<file path="config.mk">
export PLATFORM = sky130hd
export DESIGN_NAME = clamped_decimal_glyph_field_unit
export DESIGN_NICKNAME = d
export VERILOG_FILES = /design/src/hw/rtl/cdg_pkg.sv /design/src/hw/rtl/cdg_front.sv /design/src/hw/rtl/cdg_queue.sv /design/src/hw/rtl/cdg_back.sv /design/src/hw/rtl/clamped_decimal_glyph_field_unit.sv
export SDC_FILE = /design/constraint.sdc
export NUM_CORES = 2
export LEC_CHECK = 0
export ABC_AREA = 1
export BUFFER_PORTS_ARGS = -buffer_cell sky130_fd_sc_hd__buf_2
export CORE_MARGIN = 3
export CORE_UTILIZATION = 40
export DETAILED_ROUTE_END_ITERATION = 8
export MAX_ROUTING_LAYER = met4
export PLACE_DENSITY_LB_ADDON = 0.12
export REMOVE_ABC_BUFFERS = 1
export SYNTH_ARGS = -nofsm -noshare
export SYNTH_HDL_FRONTEND = slang
export SYNTH_HIERARCHICAL = 1
export SYNTH_MEMORY_MAX_BITS = 65536
export SYNTH_SLANG_ARGS = --single-unit
</file>
<file path="constraint.sdc">
create_clock -name clk -period 15.4 [get_ports clk]
set_input_delay 1.54 -clock clk [delete_from_list [all_inputs] [get_ports clk]]
set_output_delay 1.54 -clock clk [all_outputs]
set_load 0.02 [all_outputs]
</file>
<file path="src/hw/rtl/cdg_pkg.sv">
// Package for the clamped decimal glyph field unit.
// Transaction types, queue entry type, glyph codes and the powers-of-ten table.
// No dependencies.
`timescale 1ns / 1ps

package cdg_pkg;

    localparam int          CNT_W        = 4;
    localparam logic [3:0]  MINUS_GLYPH  = 4'd10;
    localparam logic [31:0] JUSTIFY_BIAS = 32'd2;

    localparam logic signed [31:0] W1_LO = 32'sd0;
    localparam logic signed [31:0] W1_HI = 32'sd9;
    localparam logic signed [31:0] W2_LO = -32'sd9;
    localparam logic signed [31:0] W2_HI = 32'sd99;
    localparam logic signed [31:0] W3_LO = -32'sd99;
    localparam logic signed [31:0] W3_HI = 32'sd999;
    localparam logic signed [31:0] W4_LO = -32'sd999;
    localparam logic signed [31:0] W4_HI = 32'sd9999;

    typedef struct packed {
        logic signed [7:0]  field_width;
        logic signed [31:0] start_x;
        logic signed [31:0] number;
        logic [15:0]        advance;
        logic               draw_enable;
        logic               left_align;
    } in_item_t;

    typedef struct packed {
        logic [3:0]         glyph_index;
        logic signed [31:0] glyph_x;
        logic signed [31:0] field_start;
        logic               drawn;
        logic               empty_field;
        logic               last;
    } out_item_t;

    typedef struct packed {
        logic             empty;
        logic             neg;
        logic [31:0]      mag;
        logic [CNT_W-1:0] ndig;
        logic [CNT_W-1:0] glyphs;
        logic [31:0]      start_x;
        logic [15:0]      advance;
        logic             draw;
        logic             left;
    } cdg_entry_t;

    function automatic logic [31:0] ten_pow(input logic [CNT_W-1:0] p);
        logic [31:0] r;
        case (p)
            4'd0:    r = 32'd1;
            4'd1:    r = 32'd10;
            4'd2:    r = 32'd100;
            4'd3:    r = 32'd1000;
            4'd4:    r = 32'd10000;
            4'd5:    r = 32'd100000;
            4'd6:    r = 32'd1000000;
            4'd7:    r = 32'd10000000;
            4'd8:    r = 32'd100000000;
            4'd9:    r = 32'd1000000000;
            default: r = 32'd0;
        endcase
        return r;
    endfunction

endpackage

</file>
<file path="src/hw/rtl/cdg_front.sv">
// Front end: accepts field transactions, caps the width, clamps the value
// and classifies it (sign, magnitude, digit count, glyph count). Uses cdg_pkg.
`timescale 1ns / 1ps

module cdg_front
    import cdg_pkg::*;
#(
    parameter int MAX_DIGITS = 5
)
(
    input  logic       clk,
    input  logic       rst_n,
    input  logic       item_valid,
    output logic       item_stall,
    input  in_item_t   item,
    input  logic       q_full,
    output logic       push,
    output cdg_entry_t entry
);

    localparam logic signed [7:0] CAP = 8'(MAX_DIGITS);

    logic                s1_valid_reg, s1_valid_next;
    logic                s1_empty_reg, s1_empty_next;
    logic [CNT_W-1:0]    s1_fw_reg, s1_fw_next;
    logic signed [31:0]  s1_val_reg, s1_val_next;
    logic [31:0]         s1_x_reg, s1_x_next;
    logic [15:0]         s1_adv_reg, s1_adv_next;
    logic                s1_draw_reg, s1_draw_next;
    logic                s1_left_reg, s1_left_next;

    logic [CNT_W-1:0]    fw_cap;
    logic signed [31:0]  lo, hi, clamped;
    logic                clamp_on;
    logic                neg;
    logic [31:0]         mag;
    logic [CNT_W-1:0]    ndig, total;

    assign item_stall = s1_valid_reg && q_full;
    assign push       = s1_valid_reg && !q_full;

    always_comb
    begin
        fw_cap = (item.field_width > CAP) ? CNT_W'(MAX_DIGITS) : item.field_width[CNT_W-1:0];
        clamp_on = 1'b1;
        lo = W1_LO;
        hi = W1_HI;
        case (fw_cap)
            4'd1:    begin lo = W1_LO; hi = W1_HI; end
            4'd2:    begin lo = W2_LO; hi = W2_HI; end
            4'd3:    begin lo = W3_LO; hi = W3_HI; end
            4'd4:    begin lo = W4_LO; hi = W4_HI; end
            default: clamp_on = 1'b0;
        endcase
        clamped = item.number;
        if (clamp_on)
        begin
            if (item.number > hi)
                clamped = hi;
            if (item.number < lo)
                clamped = lo;
        end
    end

    always_comb
    begin
        s1_valid_next = s1_valid_reg;
        s1_empty_next = s1_empty_reg;
        s1_fw_next    = s1_fw_reg;
        s1_val_next   = s1_val_reg;
        s1_x_next     = s1_x_reg;
        s1_adv_next   = s1_adv_reg;
        s1_draw_next  = s1_draw_reg;
        s1_left_next  = s1_left_reg;
        if (!item_stall)
        begin
            s1_valid_next = item_valid;
            s1_empty_next = (item.field_width < 8'sd1);
            s1_fw_next    = fw_cap;
            s1_val_next   = clamped;
            s1_x_next     = item.start_x;
            s1_adv_next   = item.advance;
            s1_draw_next  = item.draw_enable;
            s1_left_next  = item.left_align;
        end
    end

    always_ff @(posedge clk or negedge rst_n)
    begin
        if (!rst_n)
            s1_valid_reg <= 1'b0;
        else
            s1_valid_reg <= s1_valid_next;
    end

    always_ff @(posedge clk)
    begin
        s1_empty_reg <= s1_empty_next;
        s1_fw_reg    <= s1_fw_next;
        s1_val_reg   <= s1_val_next;
        s1_x_reg     <= s1_x_next;
        s1_adv_reg   <= s1_adv_next;
        s1_draw_reg  <= s1_draw_next;
        s1_left_reg  <= s1_left_next;
    end

    always_comb
    begin
        neg  = s1_val_reg[31];
        mag  = neg ? (32'd0 - s1_val_reg) : s1_val_reg;
        ndig = CNT_W'(1);
        for (int p = 1; p < 10; p++)
        begin
            if (mag >= ten_pow(CNT_W'(p)))
                ndig = CNT_W'(p + 1);
        end
        total = ndig + CNT_W'(neg);

        entry.empty   = s1_empty_reg;
        entry.neg     = neg;
        entry.mag     = mag;
        entry.ndig    = ndig;
        entry.glyphs  = (total < s1_fw_reg) ? total : s1_fw_reg;
        entry.start_x = s1_x_reg;
        entry.advance = s1_adv_reg;
        entry.draw    = s1_draw_reg;
        entry.left    = s1_left_reg;
    end

    property p_hold_when_full;
        @(posedge clk) disable iff (!rst_n)
        s1_valid_reg && q_full |=> s1_valid_reg && $stable(s1_val_reg) && $stable(s1_fw_reg);
    endproperty
    a_hold_when_full: assert property (p_hold_when_full)
        else $error("front stage changed while queue full");

    property p_glyphs_bounded;
        @(posedge clk) disable iff (!rst_n)
        push && !entry.empty |-> entry.glyphs != 0 && entry.glyphs <= CNT_W'(MAX_DIGITS);
    endproperty
    a_glyphs_bounded: assert property (p_glyphs_bounded)
        else $error("glyph count out of range");

    property p_ndig_bounded;
        @(posedge clk) disable iff (!rst_n)
        s1_valid_reg |-> ndig >= 4'd1 && ndig <= 4'd10;
    endproperty
    a_ndig_bounded: assert property (p_ndig_bounded)
        else $error("digit count out of range");

endmodule

</file>
<file path="src/hw/rtl/cdg_queue.sv">
// Two-entry queue between front and back end.
// Uses cdg_pkg for the entry type.
`timescale 1ns / 1ps

module cdg_queue
    import cdg_pkg::*;
(
    input  logic       clk,
    input  logic       rst_n,
    input  logic       push,
    input  cdg_entry_t din,
    input  logic       pop,
    output logic       full,
    output logic       nonempty,
    output cdg_entry_t head
);

    cdg_entry_t mem_reg [2];
    cdg_entry_t mem_next [2];
    logic       wr_reg, wr_next;
    logic       rd_reg, rd_next;
    logic [1:0] cnt_reg, cnt_next;

    assign full     = (cnt_reg == 2'd2);
    assign nonempty = (cnt_reg != 2'd0);
    assign head     = mem_reg[rd_reg];

    always_comb
    begin
        mem_next[0] = mem_reg[0];
        mem_next[1] = mem_reg[1];
        wr_next     = wr_reg;
        rd_next     = rd_reg;
        if (push)
        begin
            mem_next[wr_reg] = din;
            wr_next          = ~wr_reg;
        end
        if (pop)
            rd_next = ~rd_reg;
        cnt_next = cnt_reg + 2'(push) - 2'(pop);
    end

    always_ff @(posedge clk or negedge rst_n)
    begin
        if (!rst_n)
        begin
            wr_reg  <= 1'b0;
            rd_reg  <= 1'b0;
            cnt_reg <= 2'd0;
        end
        else
        begin
            wr_reg  <= wr_next;
            rd_reg  <= rd_next;
            cnt_reg <= cnt_next;
        end
    end

    always_ff @(posedge clk)
    begin
        mem_reg[0] <= mem_next[0];
        mem_reg[1] <= mem_next[1];
    end

    a_no_overflow: assert property (@(posedge clk) disable iff (!rst_n) push |-> !full || pop)
        else $error("queue push while full");
    a_no_underflow: assert property (@(posedge clk) disable iff (!rst_n) pop |-> nonempty)
        else $error("queue pop while empty");
    a_count_ok: assert property (@(posedge clk) disable iff (!rst_n) cnt_reg != 2'd3)
        else $error("queue count corrupt");

endmodule

</file>
<file path="src/hw/rtl/cdg_back.sv">
// Back end: glyph sequencer, one glyph transaction per cycle while glyph_stall
// is low, most significant digit first, into a registered output. Uses cdg_pkg.
`timescale 1ns / 1ps

module cdg_back
    import cdg_pkg::*;
(
    input  logic       clk,
    input  logic       rst_n,
    input  logic       q_nonempty,
    input  cdg_entry_t head,
    output logic       pop,
    output logic       glyph_valid,
    input  logic       glyph_stall,
    output out_item_t  glyph
);

    logic             out_valid_reg, out_valid_next;
    out_item_t        out_reg, out_next;
    logic             act_reg, act_next;
    logic             empty_reg, empty_next;
    logic             negp_reg, negp_next;
    logic [31:0]      rem_reg, rem_next;
    logic [CNT_W-1:0] pow_reg, pow_next;
    logic [CNT_W-1:0] left_reg, left_next;
    logic [31:0]      pen_reg, pen_next;
    logic [31:0]      xpos_reg, xpos_next;
    logic [15:0]      adv_reg, adv_next;
    logic             draw_reg, draw_next;

    logic             can_emit, cur_last;
    logic [34:0]      thr [10];
    logic [3:0]       digit;
    logic [34:0]      sub;
    logic [19:0]      prod;
    logic [31:0]      load_pen;

    assign glyph_valid = out_valid_reg;
    assign glyph       = out_reg;
    assign can_emit    = !out_valid_reg || !glyph_stall;
    assign cur_last    = empty_reg || (left_reg == CNT_W'(1));
    assign pop         = q_nonempty && (!act_reg || (can_emit && cur_last));

    always_comb
    begin
        thr[0] = 35'd0;
        for (int d = 1; d < 10; d++)
            thr[d] = 35'(ten_pow(pow_reg)) * 35'(d);
        digit = 4'd0;
        for (int d = 1; d < 10; d++)
        begin
            if ({3'b000, rem_reg} >= thr[d])
                digit = 4'(d);
        end
        sub = thr[digit];
    end

    always_comb
    begin
        prod     = 20'(head.glyphs) * 20'(head.advance);
        load_pen = head.left ? head.start_x
                             : head.start_x - JUSTIFY_BIAS - {12'd0, prod};
        if (head.empty)
            load_pen = 32'd0;
    end

    always_comb
    begin
        out_valid_next = out_valid_reg;
        out_next       = out_reg;
        act_next       = act_reg;
        empty_next     = empty_reg;
        negp_next      = negp_reg;
        rem_next       = rem_reg;
        pow_next       = pow_reg;
        left_next      = left_reg;
        pen_next       = pen_reg;
        xpos_next      = xpos_reg;
        adv_next       = adv_reg;
        draw_next      = draw_reg;

        if (can_emit)
        begin
            out_valid_next = act_reg;
            if (act_reg)
            begin
                out_next.glyph_index = empty_reg ? 4'd0 : (negp_reg ? MINUS_GLYPH : digit);
                out_next.glyph_x     = empty_reg ? 32'd0 : xpos_reg;
                out_next.field_start = empty_reg ? 32'd0 : pen_reg;
                out_next.drawn       = empty_reg ? 1'b0 : draw_reg;
                out_next.empty_field = empty_reg;
                out_next.last        = cur_last;
                if (negp_reg)
                    negp_next = 1'b0;
                else
                begin
                    rem_next = rem_reg - sub[31:0];
                    if (pow_reg != '0)
                        pow_next = pow_reg - CNT_W'(1);
                end
                xpos_next = xpos_reg + {16'd0, adv_reg};
                left_next = left_reg - CNT_W'(1);
                if (cur_last)
                    act_next = 1'b0;
            end
        end

        if (pop)
        begin
            act_next   = 1'b1;
            empty_next = head.empty;
            negp_next  = head.neg;
            rem_next   = head.mag;
            pow_next   = head.ndig - CNT_W'(1);
            left_next  = head.glyphs;
            pen_next   = load_pen;
            xpos_next  = load_pen;
            adv_next   = head.advance;
            draw_next  = head.draw;
        end
    end

    always_ff @(posedge clk or negedge rst_n)
    begin
        if (!rst_n)
        begin
            out_valid_reg <= 1'b0;
            act_reg       <= 1'b0;
        end
        else
        begin
            out_valid_reg <= out_valid_next;
            act_reg       <= act_next;
        end
    end

    always_ff @(posedge clk)
    begin
        out_reg   <= out_next;
        empty_reg <= empty_next;
        negp_reg  <= negp_next;
        rem_reg   <= rem_next;
        pow_reg   <= pow_next;
        left_reg  <= left_next;
        pen_reg   <= pen_next;
        xpos_reg  <= xpos_next;
        adv_reg   <= adv_next;
        draw_reg  <= draw_next;
    end

    property p_active_has_glyphs;
        @(posedge clk) disable iff (!rst_n)
        act_reg && !empty_reg |-> left_reg != '0;
    endproperty
    a_active_has_glyphs: assert property (p_active_has_glyphs)
        else $error("active field with no glyphs left");

    property p_digit_fits;
        @(posedge clk) disable iff (!rst_n)
        act_reg && !empty_reg && !negp_reg |-> {3'b000, rem_reg} < thr[9] + 35'(ten_pow(pow_reg));
    endproperty
    a_digit_fits: assert property (p_digit_fits)
        else $error("remainder exceeds current digit position");

    property p_empty_is_last;
        @(posedge clk) disable iff (!rst_n)
        out_valid_reg && out_reg.empty_field |-> out_reg.last && !out_reg.drawn;
    endproperty
    a_empty_is_last: assert property (p_empty_is_last)
        else $error("empty field transaction malformed");

endmodule

</file>
<file path="src/hw/rtl/clamped_decimal_glyph_field_unit.sv">
// Top level of the clamped decimal glyph field unit.
// Instantiates cdg_front, cdg_queue and cdg_back; uses cdg_pkg.
`timescale 1ns / 1ps

// A field transaction yields one glyph transaction per cycle while
// glyph_stall is low: 1 to MAX_DIGITS glyphs for a field, a single one
// for an empty field. The glyph sequencer in the back end peels one
// decimal digit per cycle while glyph_stall is low, most significant
// first; a new field is accepted every cycle while the two-entry queue
// has room. Glyph index 10 is the minus sign; positions wrap modulo 2^32.

module clamped_decimal_glyph_field_unit
    import cdg_pkg::*;
#(
    parameter int MAX_DIGITS = 5
)
(
    input  logic      clk,
    input  logic      rst_n,
    input  logic      item_valid,
    output logic      item_stall,
    input  in_item_t  item,
    output logic      glyph_valid,
    input  logic      glyph_stall,
    output out_item_t glyph
);

    cdg_entry_t entry, head;
    logic       push, pop, q_full, q_nonempty;

    cdg_front #(.MAX_DIGITS(MAX_DIGITS)) u_front (
        .clk        (clk),
        .rst_n      (rst_n),
        .item_valid (item_valid),
        .item_stall (item_stall),
        .item       (item),
        .q_full     (q_full),
        .push       (push),
        .entry      (entry)
    );

    cdg_queue u_queue (
        .clk      (clk),
        .rst_n    (rst_n),
        .push     (push),
        .din      (entry),
        .pop      (pop),
        .full     (q_full),
        .nonempty (q_nonempty),
        .head     (head)
    );

    cdg_back u_back (
        .clk         (clk),
        .rst_n       (rst_n),
        .q_nonempty  (q_nonempty),
        .head        (head),
        .pop         (pop),
        .glyph_valid (glyph_valid),
        .glyph_stall (glyph_stall),
        .glyph       (glyph)
    );

endmodule

</file>
* Yosys cells after proc, flatten, opt, wreduce, memory -nomap -nowiden
Memory sizes are Yosys's and may differ from the RTL's. A register that Yosys moved wholly into a read port is not among the register bits. Cells that the tools add are included.
Word-level totals: word-level logic and storage cells 184, output and inout bits 73, register bits after elaboration 288, memory bits (writable) 184, memory bits (read-only) 4320, memories kept 10
Memory list:
- (no name shown) | words 16, bits a word 30, read ports 1, clocked after Yosys merged registers in 1, write ports 0, line cdg_pkg.sv:53 | case (p)
- (no name shown) | words 16, bits a word 30, read ports 1, clocked after Yosys merged registers in 1, write ports 0, line cdg_pkg.sv:53
- (no name shown) | words 16, bits a word 30, read ports 1, clocked after Yosys merged registers in 1, write ports 0, line cdg_pkg.sv:53
- (no name shown) | words 16, bits a word 30, read ports 1, clocked after Yosys merged registers in 1, write ports 0, line cdg_pkg.sv:53
- (no name shown) | words 16, bits a word 30, read ports 1, clocked after Yosys merged registers in 1, write ports 0, line cdg_pkg.sv:53
- (no name shown) | words 16, bits a word 30, read ports 1, clocked after Yosys merged registers in 1, write ports 0, line cdg_pkg.sv:53
- +4 memories
Cells by class: bitwise logic cells 4, multiply operators 6, magnitude comparators 26, eq/ne operators 7, muxes and demuxes 68, reduce and logical (&&, ||, !) cells 23, $add $sub $neg 11
Operators by type and width (count):
- 32-bit 2-to-1 mux | 15
- 184-bit bitwise mux | 1
- 184-bit 2-to-1 mux | 1
- 32-bit by 35-bit greater-or-equal comparator with 1-bit output | 5
- 35-bit binary-select mux with 4-bit select | 1
- 4-bit 2-to-1 mux | 31
- 32-bit case mux with 3 select lines | 1
- 92-bit demux with 1-bit select | 1
- 92-bit 2-to-1 mux | 1
- 32-bit by 3-bit multiplier with 35-bit output (second input constant) | 2
- 32-bit by 34-bit greater-or-equal comparator with 1-bit output | 2
- 32-bit by 2-bit multiplier with 34-bit output (second input constant) | 2
- 14-bit case mux with 3 select lines | 1
- 32-bit by 4-bit multiplier with 35-bit output (second input constant) | 1
- 32-bit by 33-bit greater-or-equal comparator with 1-bit output | 1
- 32-bit by 16-bit adder with 32-bit output | 1
- 32-bit by 10-bit greater-or-equal comparator with 1-bit output (second input constant) | 1
- 32-bit by 14-bit greater-or-equal comparator with 1-bit output (second input constant) | 1
- 32-bit by 17-bit greater-or-equal comparator with 1-bit output (second input constant) | 1
- 32-bit by 20-bit greater-or-equal comparator with 1-bit output (second input constant) | 1
- 32-bit by 24-bit greater-or-equal comparator with 1-bit output (second input constant) | 1
- 32-bit by 27-bit greater-or-equal comparator with 1-bit output (second input constant) | 1
- 32-bit by 30-bit greater-or-equal comparator with 1-bit output (second input constant) | 1
- 32-bit greater-or-equal comparator | 1
- 40 further kinds | 70

* Longest topological paths before layout
depth in word-level cells 19, gate-level depth with buffers 64, depth with buffers taken out 63

* Hierarchy
Netlist, hierarchy kept.
Modules (own cells, without submodules):
- cdg_back | sequential area each 6336.1 sq um, instances 1, area each 27286.2 sq um, cells each 3636
- cdg_queue | sequential area each 5625.4 sq um, instances 1, area each 7009.2 sq um, cells each 505
- cdg_front | sequential area each 2637.5 sq um, instances 1, area each 6491.2 sq um, cells each 778

* Worst setup path after synthesis
OpenSTA, ideal clock, no wires.
path kind reg2reg, start point register u_back/thr[66] (netlist name), end point register u_back.rem_reg[28] (data pin), setup time 0.268 ns, arrival time 7.837 ns, cell stages (with the launch flop) 50, path slack 7.295 ns, path through dfxtp_1 ha_1 ha_1 nand2_1 nor3_1 nand2_1 o211ai_1 a31oi_1 o21ai_1 a21boi_0 o21ai_1 a21boi_0 o21ai_1 nand3_1 o21ai_1 xor2_1 inv_1 ha_1 [14 not listed] inv_2 fa_1 o21ai_0 a21oi_1 o21bai_1 nand2_1 nand2_1 a21oi_1 o21ai_1 a21oi_1 o21ai_1 nand2_1 nand2_1 a21oi_1 o21ai_1 nand3_1 nand3_1 a31oi_1
Between the ends: cells in the longest elaborated chain, start to end 12
Ends and longest elaborated chain:
- 32-bit by 35-bit greater-or-equal comparator with 1-bit output | line cdg_back.sv:52 | if ({3'b000, rem_reg} >= thr[d])
- 4-bit 2-to-1 mux (2 in a row) | line cdg_back.sv:52
- 4-bit NOT with 5-bit output (implied by the code) | line cdg_back.sv:55 | sub = thr[digit];
- 35-bit binary-select mux with 4-bit select | line cdg_back.sv:55
- 32-bit 2-to-1 mux (implied by the code) (2 in a row) | line cdg_back.sv:55
- 32-bit subtractor | line cdg_back.sv:97 | rem_next = rem_reg - sub[31:0];
- 32-bit 2-to-1 mux | line cdg_back.sv:93 | if (negp_reg)
- 32-bit 2-to-1 mux | line cdg_back.sv:85 | if (act_reg)
- 32-bit 2-to-1 mux | line cdg_back.sv:82 | if (can_emit)
- 32-bit 2-to-1 mux | line cdg_back.sv:108 | if (pop)
- named net u_back.rem_next[28] | line cdg_back.sv:23 | logic [31:0] rem_reg, rem_next;
- end signal, assigned | line cdg_back.sv:142 | rem_reg <= rem_next;
- end, declared | line cdg_back.sv:23
The timed path passes the listed nets, and every way through them passes these cells. The select of a mux whose other input is x is not followed. A chain may end at the register's enable or synchronous reset.

* Final worst setup path
start point register u_back/thr[42] (netlist name), end point register u_back.rem_reg[28] (data pin)
Between the ends: cells in the longest elaborated chain, start to end 12
Ends and longest elaborated chain (line):
- 32-bit by 35-bit greater-or-equal comparator with 1-bit output | cdg_back.sv:52
- 4-bit 2-to-1 mux (2 in a row) | cdg_back.sv:52
- 4-bit NOT with 5-bit output (implied by the code) | cdg_back.sv:55
- 35-bit binary-select mux with 4-bit select * | cdg_back.sv:55
- 32-bit 2-to-1 mux (implied by the code) * (2 in a row) | cdg_back.sv:55
- 32-bit subtractor * | cdg_back.sv:97
- 32-bit 2-to-1 mux * | cdg_back.sv:93
- 32-bit 2-to-1 mux * | cdg_back.sv:85
- 32-bit 2-to-1 mux * | cdg_back.sv:82
- 32-bit 2-to-1 mux * | cdg_back.sv:108
- named net u_back.rem_next[28] | cdg_back.sv:23
The timed path passes the listed nets; every way through them passes the cells marked *. The select of a mux whose other input is x is not followed.

==> flow_summary.yaml <==
timing:
  max_freq_mhz: 90.03
  period_share: 0.7213
  slew_headroom: 0.2789
  hold_viol_final: 0
  setup_viol: 0
  tns_ns: 0
  skew_ns: 0.02669
  worst_slew_pin_slew_ns: 1.082
  rsz0062_at_grt: "false"
  fin_crit_ns: 11.11
  drv_slew: 0
clocking:
  postCtsSetupBuffers: 0
  clkTransAtPathRegs_ns: 0.07
  cts.sinks: 495
  cts_hold_buf: 0
  clkLatencyLatePin_ns: 0.64
  h-tree-depth: 2
  cts-root-buf: "clkbuf_16"
  cts_tree: "yes"
  ctsResizeCount: 0
  ctsLongestPathBuffers: 3
  cts_buffers: 53
synthesis:
  synthArstFlopShare: 0.01414
  synthTopCellsByArea: "edfxtp_1 (34%), ha_1 (16%), nand2_1 (11%), inv_1 (5.6%), a21oi_1 (4.7%)"
  synth_top_family_by_area: "simple AND/OR/NAND/NOR gates"
  synthesis.instances: 4919
  yosys.area_share.simple: 0.2096
  synth_commonest_cells: "nand2_1 (1199), inv_1 (607), ha_1 (522), edfxtp_1 (465), a21oi_1 (381)"
  synthFlopType: "edfxtp_1"
  synth_most_common_cell: "nand2_1"
  yosys.area_share.adder: 0.1965
  synth-edff-count: 465
  syn_area_per_cell_um2: 8.292
  synth_warnings: 6
  ys_ff_latch: 495
  synth_compound_area_frac: 0.1222
  yosysSeqAreaShare: 0.3579
  synth_top_area_cell: "edfxtp_1"
  synth.area.mux_share: 0.0009817
  synth_xor_area_frac: 0.03890
  synth.cell_area_um2: 40790
  synth_top_cell_area_share: 0.3424
  yosysUniqueCellTypes: 74
placed_design:
  portBuffers: 166
  dpl.hpwl_mm: 95.70
  gp_congestion: 0.9682
setup_path:
  startpoint_type: "flip-flop"
  crit_path_frequent_cell: "a21oi_1"
  path_class: "flip-flop to flip-flop"
  slowest_stage: "dfxtp_1"
  worstPathMaxFanout: 39
  arrival_ns: 11.45
  cpPeakStageDelay_ns: 0.71
  r2r_slack_ns: 4.29
  required_ns: 15.74
  endpoint_kind: "flip-flop"
grt:
  use_met1: 0.3165
  grt_max_degree: 121
  grtUsageTotal: 0.2322
  gr-usage-met3: 0.02888
  antenna_found_initial: 0
  top_usage_layer: "met2"
  grt_pass1_vias: 33090
  gr-total-overflow: 0
  gr-usage-met2: 0.3648
  grt_first_pass_wirelength_mm: 187.7
floorplan:
  die_h_um: 325.3
  start_util: 0.4055
  die_x_um: 325.3
  pin_count: 167
  die_area_um2: 105800
  core-area_um2: 100600
  row_count: 116
final_layout:
  area_growth_pct: 9.651
  fin_nets: 5743
  num_antenna_cells: 0
  layout-drive-gt1-share: 0.08306
  largest_register_ffs: 184
  fillCellCount: 10190
route:
  drc_errors: 0
  first_iter_violations: 2305
  totalWireLength_mm: 121.2
  viasPerCell: 5.242
  ant_nets: 0
  wl_per_cell_um: 18.78
  first_pass_iters: 5
  routed-via-count: 33810
outcome:
  status: "finished clean"
run:
  drv_cap: 0
min_path:
  hold_class: "flip-flop to flip-flop"
final cells by class:
cell class / count / area (um^2) / area share
timing repair buffer: 198 / 1071 / 0.02395
tap: 1357 / 1698 / 0.03796
inverter: 628 / 2362 / 0.05282
sequential: 495 / 14600 / 0.3265
multi-input combinational: 3677 / 23230 / 0.5195
clock buffer: 61 / 1356 / 0.03033
clock inverter: 34 / 400.4 / 0.008953
path summary, 6_finish.rpt:
| path | start | to | cells after the start |
|---|---|---|---|
| max in group asynchronous | rst_n | u_queue/rd_reg | 1 |
| worst max-delay path | u_back/thr[42] | u_back/rem_reg[28] | 48 |
| worst max register to register | u_back/thr[42] | u_back/rem_reg[28] | 48 |
| worst min register to register | u_front/s1_x_reg[3] | u_queue/mem_reg[1][21] | 0 |
| min in group asynchronous | rst_n | u_back/act_reg | 1 |
| worst min-delay path | u_front/s1_x_reg[3] | u_queue/mem_reg[1][21] | 0 |
critical path, delay by kind of cell, from the launching register on:
kind / cells / cell delay, ns
AO/OA/AOI/OAI: 23 / 4.50
AND/OR/NAND/NOR: 15 / 2.62
adder cells (fa/ha/maj): 4 / 1.57
XOR/XNOR: 1 / 0.21
flip-flops: 1 / 0.71
buffers and inverters: 5 / 1.16
per-stage QoR:
| step | area [um^2] | hold slack [ns] | utilization | worst slack [ns] | instances |
|---|---|---|---|---|---|
| CTS | 44720 | 0.4411 | 0.4446 | 4.307 | 6450 |
| floorplan | 40130 | 0.4215 | - | 5.881 | 4800 |
| global route | 44720 | 0.4467 | 0.4446 | 3.373 | 6450 |
| global placement | 42970 | 0.4231 | 0.4272 | 4.421 | 6355 |
| finish | 44720 | 0.4412 | 0.4446 | 4.293 | 6450 |
| detailed placement | 42970 | 0.4290 | 0.4272 | 4.379 | 6355 |
cells in the final DEF (no fill, tap or decap), types with 32 or more instances in the layout:
master,count
inv_1,606
nand2_1,1197
xnor2_1,53
nand4_1,76
fa_1,74
nand3_1,195
a21oi_1,379
o21ai_0,303
o211ai_1,36
ha_1,522
xor2_1,117
buf_2,166
buf_4,32
o21ai_1,43
nor2_1,334
nor3_1,54
clkbuf_16,53
edfxtp_1,465
cells by family (layout without fill, tap and decap cells):
| kind of cell | count (synthesis) | after routing |
|---|---|---|
| mux | 4 | 4 |
| fa+ha+maj | 596 | 596 |
| buf+inv | 747 | 921 |
| simple gates | 2002 | 2002 |
| compound gates | 899 | 899 |
| flops | 495 | 495 |
| xor+xnor | 176 | 176 |
metal layers:
layer	share of wire	wire length [um]	up-vias
met5	0	0	-
met3	0.055	6620	171
met1	0.47	56590	15860
met2	0.45	54640	821
li1	-	-	16970
met4	0.027	3304	0
Power is not shown: default switching activity piles up to over one toggle a cycle in this logic, so the estimate is an artifact.
